[src/rtl/core/ptt_pkg.sv]
// ----------------------------------------------------------------------------
// ptt_pkg: shared types and constants for the point-in-tetrahedron test
// Coordinate and determinant widths, the result codes and the coordinate
// unpacking helper used by every determinant pipeline.
// ----------------------------------------------------------------------------
package ptt_pkg;

   localparam int COORD_W   = 16;             // bits per signed coordinate
   localparam int FIELD_W   = 48;             // bits per packed point field
   localparam int REF_W     = 55;             // reported determinant width
   localparam int DIFF_W    = COORD_W + 1;    // edge vector component
   localparam int PROD_W    = 2 * DIFF_W;     // product of two components
   localparam int MINOR_W   = PROD_W + 1;     // 2x2 minor
   localparam int TRIP_W    = MINOR_W + DIFF_W; // component times minor
   localparam int DET_W     = 3 * COORD_W + 7; // full determinant, exact
   localparam int DET_STAGES = 5;             // register stages in a det pipe
   localparam int RSP_DATA_W = 64;            // 2 + 55 bits, padded to bytes

   typedef enum logic [1:0] {
      POS_INSIDE     = 2'd0,
      POS_OUTSIDE    = 2'd1,
      POS_DEGENERATE = 2'd2
   } pos_code_type;

   typedef logic signed [COORD_W-1:0] coord_type;
   typedef logic signed [DET_W-1:0]   det_type;

   // reference determinant plus the four with the query swapped in
   typedef struct packed {
      det_type d0;
      det_type d1;
      det_type d2;
      det_type d3;
      det_type d4;
   } det_set_type;

   // Pick coordinate idx out of a packed point; bits above the field read zero.
   function automatic coord_type get_coord(input logic [FIELD_W-1:0] f,
                                           input int idx);
      logic [3*COORD_W-1:0] pad;
      pad = (3*COORD_W)'(f);
      return coord_type'(pad[idx*COORD_W +: COORD_W]);
   endfunction

   // Wrap or sign-extend a full determinant to the reported width.
   function automatic logic [REF_W-1:0] ref_bits(input det_type d);
      logic signed [63:0] wide;
      wide = 64'(d);
      return wide[REF_W-1:0];
   endfunction

endpackage

[src/rtl/core/ptt_out_stage.sv]
// ----------------------------------------------------------------------------
// ptt_out_stage: classification and registered output with a skid slot
// Turns the five determinants into a position code and holds the result
// beat; the skid slot keeps the pipeline advance off the response ready.
// ----------------------------------------------------------------------------
module ptt_out_stage
   import ptt_pkg::*;
(
   input  logic                  clock,
   input  logic                  reset,
   input  logic                  in_valid,
   input  det_set_type           dets,
   output logic                  in_ready,
   output logic                  rsp_tvalid,
   input  logic                  rsp_tready,
   output logic [RSP_DATA_W-1:0] rsp_tdata   // [1:0] position_code, [56:2] reference_det
);

   logic [RSP_DATA_W-1:0] beat_in;
   logic [RSP_DATA_W-1:0] out_data_ff, skid_data_ff;
   logic                  out_valid_ff, skid_valid_ff;
   logic                  push;
   logic                  all_match;
   logic                  same [4];
   det_type               di [4];
   pos_code_type          code;
   logic [REF_W-1:0]      ref_det;

   always_comb begin
      di[0] = dets.d1;
      di[1] = dets.d2;
      di[2] = dets.d3;
      di[3] = dets.d4;
      all_match = 1'b1;
      for (int i = 0; i < 4; i++) begin
         // strict sign match: a zero means the point sits on a face
         same[i]   = (di[i] != '0) && (di[i][DET_W-1] == dets.d0[DET_W-1]);
         all_match = all_match & same[i];
      end
      if (dets.d0 == '0) begin
         code    = POS_DEGENERATE;
         ref_det = '0;
      end else begin
         code    = all_match ? POS_INSIDE : POS_OUTSIDE;
         ref_det = ref_bits(dets.d0);
      end
      beat_in = RSP_DATA_W'({ref_det, code});
   end

   assign in_ready = !skid_valid_ff;
   assign push     = in_valid && in_ready;

   always_ff @(posedge clock) begin
      if (reset) begin
         out_valid_ff  <= 1'b0;
         skid_valid_ff <= 1'b0;
      end else begin
         if (!out_valid_ff || rsp_tready) begin
            out_valid_ff  <= skid_valid_ff || push;
            skid_valid_ff <= 1'b0;
         end else if (push) begin
            // output still held: park the beat
            skid_valid_ff <= 1'b1;
         end
      end
   end

   always_ff @(posedge clock) begin
      if (!out_valid_ff || rsp_tready) begin
         out_data_ff <= skid_valid_ff ? skid_data_ff : beat_in;
      end
      if (push && out_valid_ff && !rsp_tready) begin
         skid_data_ff <= beat_in;
      end
   end

   assign rsp_tvalid = out_valid_ff;
   assign rsp_tdata  = out_data_ff;

endmodule

[config.mk]
export PLATFORM = sky130hd
export DESIGN_NAME = ptt_out_stage
export DESIGN_NICKNAME = d
export VERILOG_FILES = /design/src/rtl/core/ptt_pkg.sv /design/src/rtl/core/ptt_out_stage.sv
export SDC_FILE = /design/constraint.sdc
export NUM_CORES = 1
export LEC_CHECK = 0
export ABC_AREA = 1
export BUFFER_PORTS_ARGS = -buffer_cell sky130_fd_sc_hd__buf_2
export CORE_AREA = 2 2 135 137
export DETAILED_ROUTE_END_ITERATION = 16
export DIE_AREA = 0 0 137 139
export SLEW_MARGIN = 20
export SYNTH_ARGS = -nofsm -noshare
export SYNTH_HDL_FRONTEND = slang
export SYNTH_SLANG_ARGS = --single-unit
[constraint.sdc]
create_clock -name clock -period 6 [get_ports clock]
set_input_delay 0.3 -clock clock [delete_from_list [all_inputs] [get_ports clock]]
set_output_delay 0.3 -clock clock [all_outputs]
set_load 0.03 [all_outputs]
After elaboration in Yosys (flattened, before gate mapping)
Cells that the tools add are included.
Word-level totals
  logic and storage cells: 33
  register bits: 116
  input port bits: 279
  output and inout port bits: 66
Cells by class
  bitwise gates (word level): 3
  multiplexer cells: 4
  eq/ne operators: 4
  reductions and logical operators: 18
Operator list (count)
  nonzero test 55 bit: 4
  2-to-1 mux 57 bit: 1
  logical NOT 55 bit: 1
  2-to-1 mux 55 bit: 1
  logical AND 1 bit: 7
  equality test 1 bit: 4
  bitwise AND 1 bit: 3
  logical NOT 1 bit: 3
  logical OR 1 bit: 2
  2-to-1 mux 2 bit: 1
  OR reduction 2 bit: 1
  2-to-1 mux 1 bit: 1

Logic depth before layout (Yosys ltp)
Gate-level depths: netlist (run 1).
  depth in word-level cells: 8
  gate-level depth with buffers: 11

Least setup slack after synthesis (run 1)
OpenSTA, ideal clock, no wires.
  path kind: register to register
  from: register out_valid_ff, in the netlist rsp_tvalid
  to: register skid_data_ff[0] (enable)
  path slack: 1.091 ns
  path buffers: 0
  cell stages (with the launch flop): 3
  library setup time: 0.472 ns
  data required time: 5.528 ns
  period minus slack after synthesis: 4.909 ns
  data arrival time: 4.437 ns
  path through: dfxtp_1 -> nand2_1 -> nor2_1
Between the ends
  word-level cells in the longest chain between the ends: 2
RTL lines
  start, declared: RTL line ptt_out_stage.sv:21  | logic out_valid_ff, skid_valid_ff;
  start signal, assigned: RTL line ptt_out_stage.sv:59  | out_valid_ff <= skid_valid_ff || push;
  logical AND 1 bit (2 in a row): RTL line ptt_out_stage.sv:72  | if (push && out_valid_ff && !rsp_tready) begin
  end signal, assigned: RTL line ptt_out_stage.sv:73  | skid_data_ff <= beat_in;
  end, declared: RTL line ptt_out_stage.sv:20  | logic [RSP_DATA_W-1:0] out_data_ff, skid_data_ff;
Every way passes these cells.
A chain may end at the register's enable or synchronous reset.

Worst setup path after layout (run 1)
  from: register skid_valid_ff
  to: register skid_data_ff[3] (enable)
Between the ends
  word-level cells in the longest chain between the ends: 4
RTL lines
  start, declared: RTL line ptt_out_stage.sv:21
  start signal, assigned: RTL line ptt_out_stage.sv:56  | skid_valid_ff <= 1'b0;
  start signal, assigned: RTL line ptt_out_stage.sv:60  | skid_valid_ff <= 1'b0;
  start signal, assigned: RTL line ptt_out_stage.sv:63  | skid_valid_ff <= 1'b1;
  logical NOT 1 bit: RTL line ptt_out_stage.sv:50  | assign in_ready = !skid_valid_ff;
  logical AND 1 bit: RTL line ptt_out_stage.sv:51  | assign push = in_valid && in_ready;
  logical AND 1 bit (2 in a row): RTL line ptt_out_stage.sv:72
Every way passes these cells.

==> flow_summary.yaml, run 1 <==
placement:
  port_buffers: 337
  gp_congestion: 0.791
  place_inst: 1112
  hpwl_mm: 12.4
grt:
  antenna_found_initial: 2
  grt_use_total_pct: 16.0
  grt_overflow: 0
  grt_pass1_wl_mm: 23.0
  grt_max_degree: 98
  grt_pass1_vias: 4784
sta:
  min_period_over_period_pct: 39.5
  relSlewSlack_pct: 44.3
  slew_viol_final: 0
  setup_tns_ps: 0
  finClkSkew_ps: 6.80
  fmax_mhz: 422
  grt_setup_unrepaired: "no"
  worst_slew_pin_slew_ps: 835
  finalHoldViolCount: 0
  report.final.setup_viol: 0
  min_period_ps: 2370
  hold_ws_ps: 78.9
clock_network:
  post_cts_buffers: 0
  cts_buffers: 17
  clock_latency_ps: 400
  clk_path_buf_depth: 2
  ctsHoldBuffers: 0
  root_buffer: "clkbuf_16"
  cts_tree: "yes"
  clk_pin_slew_worst_paths_ps: 50
  cts_resized: 0
  cts.sinks: 116
  htreeDepth: 4
power_and_ir_drop:
  pwr_density_cell_nw_per_um2: 297
  ir_drop_mv: 0.175
  total_leakage_power_nw: 3.59
  power_w: 0.00234
yosys:
  syn_inst: 612
  synth.cell_area_sq_um: 5510
  synth_top_area_share_pct: 62.2
  synth_warnings: 0
  ys_seq_area_share_pct: 62.9
  synth.distinct_cells: 22
  synth_seq_cells: 116
  synth_top_cell_by_area: "edfxtp_1"
  ys_top_cells_by_area: "edfxtp_1 62%, nand2_1 10%, nor2_1 10%"
  avgSynthCellArea_sq_um: 9.00
finish:
  layout_common_cells: "337 x buf_2, 151 x nand2_1, 146 x nor2_1, 114 x edfxtp_1, 44 x inv_1"
  drive_above_1_share_pct: 41.7
  final-instance-count-excl-fill: 1146
  final_common_cell: "buf_2"
  area_growth_pct: 43.1
  nNetsFinal: 1181
die:
  core_area_sq_um: 17700
  initial_core_util_pct: 31.2
  rows: 49
  die_area_sq_um: 19000
  chipWidth_microns: 137
  boundaryPins: 345
  die_y_microns: 139
hold_path:
  min_path_type: "input port to flop"
setup_path:
  start_kind: "flop"
  worstPathMaxFanout: 39
  crit_type: "flop to flop"
  endpoint_kind: "flop"
  arrival_ps: 2400
  required_ps: 6040
routing:
  dr.pass1.iters: 4
  drtAntennaViolNets: 0
  finalWirelength_mm: 15.4
  viasPerCell: 4.19
  vias: 4806
  drtIter0Drc: 189
  drc_errors: 0
  wl_per_cell_microns: 13.4
run:
  cap_violations: 0
status:
  outcome: "finished clean"
metal layers:
layer | global-route usage, % | wire [microns] | vias to the layer above
li1 | - | - | 2512
met4 | 4.88 | 258 | 0
met2 | 30.1 | 8310 | 189
met3 | 3.95 | 932 | 15
met1 | 17.3 | 5880 | 2090
met5 | 0 | 0 | -
area by class of cell:
cell class,count,area (sq um)
repair buffers,340,1710
well taps,229,287
fillers,1738,9780
flip-flops and latches,116,3460
multi-input cells,381,1580
diodes,2,5.00
clock inverters,15,236
inverters,46,173
clock buffers,17,425
worst max-delay path, cell delays in order (launching register included):
cell	delay, ps
dfxtp_2	310
inv_1	470
nand2_1	190
nor2_4	460
buf_4	530
stage by stage:
stage	cell area (sq um)	util, %	setup slack, ps
finish	7880	44.6	3630
global route	7880	44.6	3430
CTS	7880	44.6	3560
detailed placement	7210	40.9	3570
global placement	7210	40.9	3630
floorplan	5530	-	1090
cell families (layout without fill, tap and decap cells):
logic type             count (synthesis)  after routing  synth area share (%)
and+or+nand+nor                      332            332                  24.2
buffers and inverters                121            418                  8.98
DFF                                  116            116                  62.9
AOI/OAI and AO/OA                     42             42                  3.89
other                                  1              9                0.0681
final timing paths:
kind / from / end / slack (ps) / cells past startpoint
min reg2reg: skid_data_ff[2] / rsp_tdata[2] / 510 / 2
min: reset / skid_valid_ff / 80 / 2
max reg2reg: skid_valid_ff / skid_data_ff[3] / 3630 / 4
max: skid_valid_ff / skid_data_ff[3] / 3630 / 4
sequential cells by signal, indices dropped and copies added (netlist names):
register	flops
rsp_tvalid	1
skid_data_ff	57
rsp_tdata	57
skid_valid_ff	1
where the power goes:
group	switching, W	leakage (nW)	total, W	internal [W]
Combinational	0.000166	2.14	0.000273	0.000106
Sequential	0.0000109	1.13	0.000950	0.000939
Clock	0.000343	0.318	0.00112	0.000774
cell usage after synthesis:
master           n
conb_1           1
edfxtp_1       114
buf_4            7
o21ai_2          1
clkbuf_1        61
nor4_1           1
buf_2            6
nand2_2          2
a21oi_1          3
nand3_2          1
inv_2            1
nand2_1        152
o21ai_0         38
dlygate4sd3_1    1
dfxtp_1          2
nand4_1         15
nand3_1          6
inv_1           44
clkinv_1         1
nor3_1           6
nor4_2           2
nor2_1         147
No activity file was read; power rests on OpenSTA's default activity.
==> inputs of run 2 (changes only) <==
Settings changed: ABC_AREA 1 to 0.
Clock period 6 ns to 2.35 ns, I/O delays scaled along.
==> run 2 against run 1 <==
Sequential share of layout area is 0.83 points lower. Critical path type is now input port to flop. First-iteration DRC count is 22% lower. Highest routed layer unchanged. Sequential power grew to 2.5 times the previous value.
==> flow_summary.yaml, run 2 <==
status:
  outcome: "finished clean"
yosys:
  synth_warnings: 0
  synth_top_cell_by_area: "edfxtp_1"
  synth_seq_cells: 116
  synthSimpleGateAreaFrac_pct: 13.4
  avgSynthCellArea_sq_um: 14.5
  synth.distinct_cells: 26
  yosysMostFrequentCell: "edfxtp_1"
  synth_adder_area_share_pct: 0
  synth.cell_area_sq_um: 5120
  synth_top_area_share_pct: 66.8
  syn_inst: 354
  ys.flop_type: "edfxtp_1"
  synth_compound_area_share_pct: 0.757
  synth_top_family_by_area: "simple AND/OR/NAND/NOR gates"
  synth_common_cells: "114 x edfxtp_1, 64 x nor4_1, 57 x clkbuf_1"
  async_flop_share_pct: 0
  ys_seq_area_share_pct: 67.6
  synth-edff-count: 114
  synthMuxAreaShare_pct: 12.1
  synth_xor_area_share_pct: 0
  ys_top_cells_by_area: "edfxtp_1 67%, mux2_2 12%, nor4_1 7.8%"
grt:
  grt_max_degree: 42
  grt_pass1_wl_mm: 25.6
  grt_pass1_vias: 4651
  antenna_found_initial: 8
  grt_use_total_pct: 18.2
  grt_overflow: 0
setup_path:
  reg2regPathDepth: 2
  endpoint_kind: "flop"
  critPathCapture: "rsp_tdata[0]"
  arrival_ps: 2100
  rr_endpoint: "rsp_tdata[39]"
  worstPathMaxFanout: 3
  start_kind: "input port"
  startpoint: "dets[260]"
  regToRegSetupSlack_ps: 570
  timing.rr.start: "skid_valid_ff"
  required_ps: 2460
  crit_type: "input port to flop"
die:
  die_y_microns: 139
  initial_core_util_pct: 29.0
  boundaryPins: 345
  rows: 49
  core_area_sq_um: 17700
  die_area_sq_um: 19000
  chipWidth_microns: 137
finish:
  final_common_cell: "buf_2"
  nNetsFinal: 989
  multiInputGateArea_sq_um: 1390
  layout_common_cells: "337 x buf_2, 114 x edfxtp_1, 64 x nor4_1, 55 x mux2_2, 55 x dlygate4sd3_1"
  area_growth_pct: 57.0
  drive_above_1_share_pct: 60.8
  register_area_sq_um: 3470
  fillCellCount: 1634
sta:
  fmax_mhz: 502
  finClkSkew_ps: 5.79
  min_period_ps: 1990
  finalHoldViolCount: 0
  hold_ws_ps: 13.7
  report.final.setup_viol: 0
  worst_slew_pin_slew_ps: 725
  grt_setup_unrepaired: "no"
  setup_tns_ps: 0
  slew_viol_final: 0
  min_period_over_period_pct: 84.8
  relSlewSlack_pct: 51.6
routing:
  drc_errors: 0
  vias: 4468
  dr.pass1.iters: 4
  viasPerCell: 4.66
  route.met3.wl_mm: 1.23
  route.met2.wl_mm: 9.30
  finalWirelength_mm: 18.0
  wl_per_cell_microns: 18.8
  wl_met1_mm: 6.93
  highest_layer: "met4"
  drtIter0Drc: 148
  drtAntennaViolNets: 0
clock_network:
  htreeDepth: 4
  root_buffer: "clkbuf_16"
  clk_path_buf_depth: 2
  post_cts_buffers: 0
  clock_latency_ps: 390
  cts_buffers: 17
  cts_tree: "yes"
  cts.sinks: 116
  clk_pin_slew_worst_paths_ps: 50
run:
  cap_violations: 0
power_and_ir_drop:
  total_leakage_power_nw: 3.32
  ir_drop_mv: 0.440
  pwr_density_cell_nw_per_um2: 693
  power_w: 0.00557
placement:
  gp_congestion: 0.878
  hpwl_mm: 14.4
  port_buffers: 337
hold_path:
  min_path_type: "input port to flop"
run 2: changes by cell type in the layout (fill, tap and decap cells not counted), moves of 4 or more:
cell / change
nand3_1: -6
bufinv_16: -4
nor2_1: -143
diode_2: +6
inv_1: -42
dlygate4sd3_1: +55
mux2_2: +55
nand2_1: -146
nor4_1: +63
o21ai_0: -38
run 2: worst max-delay path, cell delays in order:
cell           delay [ps]
dlygate4sd3_1         550
buf_2                 140
nor4_1                590
nand4_1               250
nor4_4                230
and2_4                190
a221oi_2               30
run 2: worst min path at each step:
stage / from / to / slack [ps] / depth (start not counted)
after global placement: reset / rsp_tvalid / 280 / 2
final: dets[274] / skid_data_ff[56] / 10 / 1
after CTS: dets[274] / skid_data_ff[56] / 9 / 1
after detailed placement: reset / rsp_tvalid / 280 / 2
after floorplan: reset / rsp_tvalid / 180 / 1
after global routing: dets[274] / skid_data_ff[56] / 10 / 1
run 2: area by class of cell:
cell class,instances,share of cell area [%]
diodes,8,0.249
clock buffers,19,5.38
clock inverters,12,1.43
inverters,2,0.0934
multi-input cells,173,17.3
flip-flops and latches,116,43.1
well taps,229,3.56
repair buffers,400,28.9
run 2: power breakdown:
| part | leakage, nW | internal, W | total (W) | switching, W |
|---|---|---|---|---|
| Clock | 0.263 | 0.00153 | 0.00240 | 0.000863 |
| Sequential | 1.12 | 0.00239 | 0.00242 | 0.0000318 |
| Combinational | 1.93 | 0.000345 | 0.000749 | 0.000403 |
run 2: cells by family after synthesis:
| logic type | count (synthesis) |
|---|---|
| other | 1 |
| AND/OR/NAND/NOR | 106 |
| multiplexers | 55 |
| AO/OA/AOI/OAI | 5 |
| buffers and inverters | 71 |
| flip-flops | 116 |
run 2: per-layer routing:
| metal | GRT usage, % | vias to the layer above |
|---|---|---|
| met4 | 8.79 | 0 |
| met3 | 3.80 | 34 |
| met2 | 32.1 | 201 |
| met5 | 0 | - |
| li1 | - | 2085 |
| met1 | 20.5 | 2148 |
run 2: repair_timing:
| item | CTS | global route |
|---|---|---|
| hold buffers | 55 | 0 |
| resized for setup | 0 | 0 |
| hold endpoints to repair | 56 | 0 |
run 2: stage by stage:
stage | setup slack, ps | cells | utilization (%) | instance area, sq um
2_1_floorplan | -433 | 360 | - | 5170
3_3_place_gp | 314 | 865 | 39.2 | 6920
3_5_place_dp | 237 | 865 | 39.2 | 6920
4_1_cts | 279 | 951 | 45.4 | 8020
5_1_grt | 182 | 957 | 45.5 | 8040
6_report | 357 | 959 | 45.5 | 8040
==> inputs of run 3 (changes only) <==
Settings changed: ABC_AREA 0 to 1, CORE_AREA 2 2 135 137 to 2 2 133 135, DIE_AREA 0 0 137 139 to 0 0 135 137, PLACE_DENSITY set to 0.66.
Clock period 2.35 ns to 1.6 ns, I/O delays scaled along.
==> run 3 against run 2 <==
Combinational power rose by 55%. Final area is 6.9% higher. First-iteration DRC count rose by 62%. Flip-flop and latch count is the same. Hold slack better by 31 ps. Worst setup slack worse by 250 ps. Critical path depth down 3. Sequential power increased by 47%. Register-to-register slack got worse by 470 ps. Via count increased by 16%. Final cell count is 25% higher.
==> flow_summary.yaml, run 3 (synthesis gave the netlist of run 1 again) <==
finish:
  final_common_cell: "buf_2"
  fillCellCount: 1573
  area_growth_pct: 56.1
  drive_above_1_share_pct: 39.8
  nNetsFinal: 1243
  n_antenna_cell: 0
  layout_common_cells: "337 x buf_2, 151 x nand2_1, 144 x nor2_1, 114 x edfxtp_1, 58 x dlygate4sd3_1"
  utilization_pct: 50.4
clock_network:
  clk_pin_slew_worst_paths_ps: 50
  clock_latency_ps: 410
  htreeDepth: 4
  cts.sinks: 116
  clk_path_buf_depth: 2
  post_cts_buffers: 0
  root_buffer: "clkbuf_16"
  cts_tree: "yes"
  cts_buffers: 17
setup_path:
  endpoint_kind: "flop"
  path_cells: "nand2_8 > buf_16 > a21oi_1 > dlygate4sd3_1"
  rr_endpoint: "rsp_tvalid"
  crit_type: "flop to flop"
  slowest_delay_ps: 560
  critPathSlowestCell: "dlygate4sd3_1"
  reg2regPathDepth: 4
  start_kind: "flop"
  regToRegSetupSlack_ps: 100
  worstPathMaxFanout: 59
  arrival_ps: 1790
  timing.rr.start: "rsp_tvalid"
  required_ps: 1890
power_and_ir_drop:
  power_frac_comb_pct: 13.0
  netSwitchingPower_w: 0.00201
  total_leakage_power_nw: 3.88
  p_int_w: 0.00693
  power_switching_share_pct: 22.4
  power_frac_seq_pct: 39.8
  pwr_density_cell_nw_per_um2: 1040
  clkPwrFrac_pct: 47.2
  ir_drop_mv: 0.651
run:
  cap_violations: 0
die:
  initial_core_util_pct: 32.3
  boundaryPins: 345
  rows: 48
  core_area_sq_um: 17100
  chipWidth_microns: 135
  die_area_sq_um: 18500
  die_y_microns: 137
grt:
  grt_pass1_vias: 5023
  grt_use_total_pct: 16.9
  grt_pass1_wl_mm: 23.8
  grt_max_degree: 98
  grt_overflow: 0
  antenna_found_initial: 2
routing:
  drtIter0Drc: 240
  viasPerCell: 4.30
  drc_errors: 0
  drtAntennaViolNets: 0
  wl_per_cell_microns: 13.8
  vias: 5167
  dr.pass1.iters: 5
  finalWirelength_mm: 16.6
sta:
  finClkSkew_ps: 6.67
  report.final.setup_viol: 0
  finalHoldViolCount: 0
  min_period_ps: 1500
  min_period_over_period_pct: 93.5
  slew_viol_final: 0
  fin_ws_ps: 104
  fmax_mhz: 668
hold_path:
  hp-start: "dets[270]"
  worstHoldEndpoint: "rsp_tdata[52]"
  whs_path_depth: 3
  min_path_type: "input port to flop"
placement:
  port_buffers: 337
  dp_slack_ps: 127
  hpwl_mm: 12.2
  gp_congestion: 0.837
status:
  outcome: "finished clean"
-- run 3: repair_timing --
action,CTS,global route
hold buffers,58,0
setup endpoints to repair,0,3
endpoints found under the hold margin,73,0
gates resized for setup,0,6
-- run 3: metal layers --
layer	vias up	GRT usage [%]	wire length [microns]
met5	-	0	18
met4	4	6.77	297
met3	28	3.63	1030
met2	209	31.7	8970
met1	2289	18.5	6230
li1	2637	-	-
-- run 3: worst max-delay path: cells and delay by family, from the launching register on --
family                 cells  cell delay [ps]
buffers and inverters      2              830
DFF                        1              360
AOI/OAI and AO/OA          1              110
and+or+nand+nor            1               70
-- run 3: how the worst max path moves through the flow --
stage             startpoint              end  depth (start not counted)
3_5_place_dp       dets[270]     rsp_tdata[0]                          9
5_1_grt        skid_valid_ff       rsp_tvalid                          4
2_1_floorplan     rsp_tvalid  skid_data_ff[0]                          2
6_report          rsp_tvalid       rsp_tvalid                          4
4_1_cts            dets[268]     rsp_tdata[0]                         10
3_3_place_gp       dets[270]     rsp_tdata[0]                          9
-- run 3: power groups by stage --
stage	Sequential, W	Clock, W	Combinational (W)
detailed placement	0.00362	0	0.00104
global placement	0.00362	0	0.00103
global route	0.00357	0.00441	0.00127
CTS	0.00356	0.00429	0.00116
floorplan	0.00387	0	0.000292
finish	0.00356	0.00422	0.00116
-- run 3: layout make-up --
cell class	instances	area, sq um	share of cell area, %
tap	225	282	3.28
inverter	46	173	2.01
timing repair buffer	402	2400	27.9
clock inverter	15	235	2.74
sequential	116	3470	40.3
clock buffer	17	425	4.95
multi-input combinational	381	1610	18.7
-- run 3: per-stage QoR --
step / std cells / power [W] / area, sq um / hold WS (ps) / TNS, ps
after floorplan: 618 / 0.00416 / 5560 / 139 / -21780
after global placement: 1111 / 0.00464 / 7300 / 244 / 0
after global routing: 1202 / 0.00925 / 8600 / 46.5 / -0.483
after CTS: 1201 / 0.00901 / 8540 / 24.3 / 0
final: 1202 / 0.00894 / 8600 / 44.5 / 0
after detailed placement: 1111 / 0.00466 / 7300 / 247 / 0
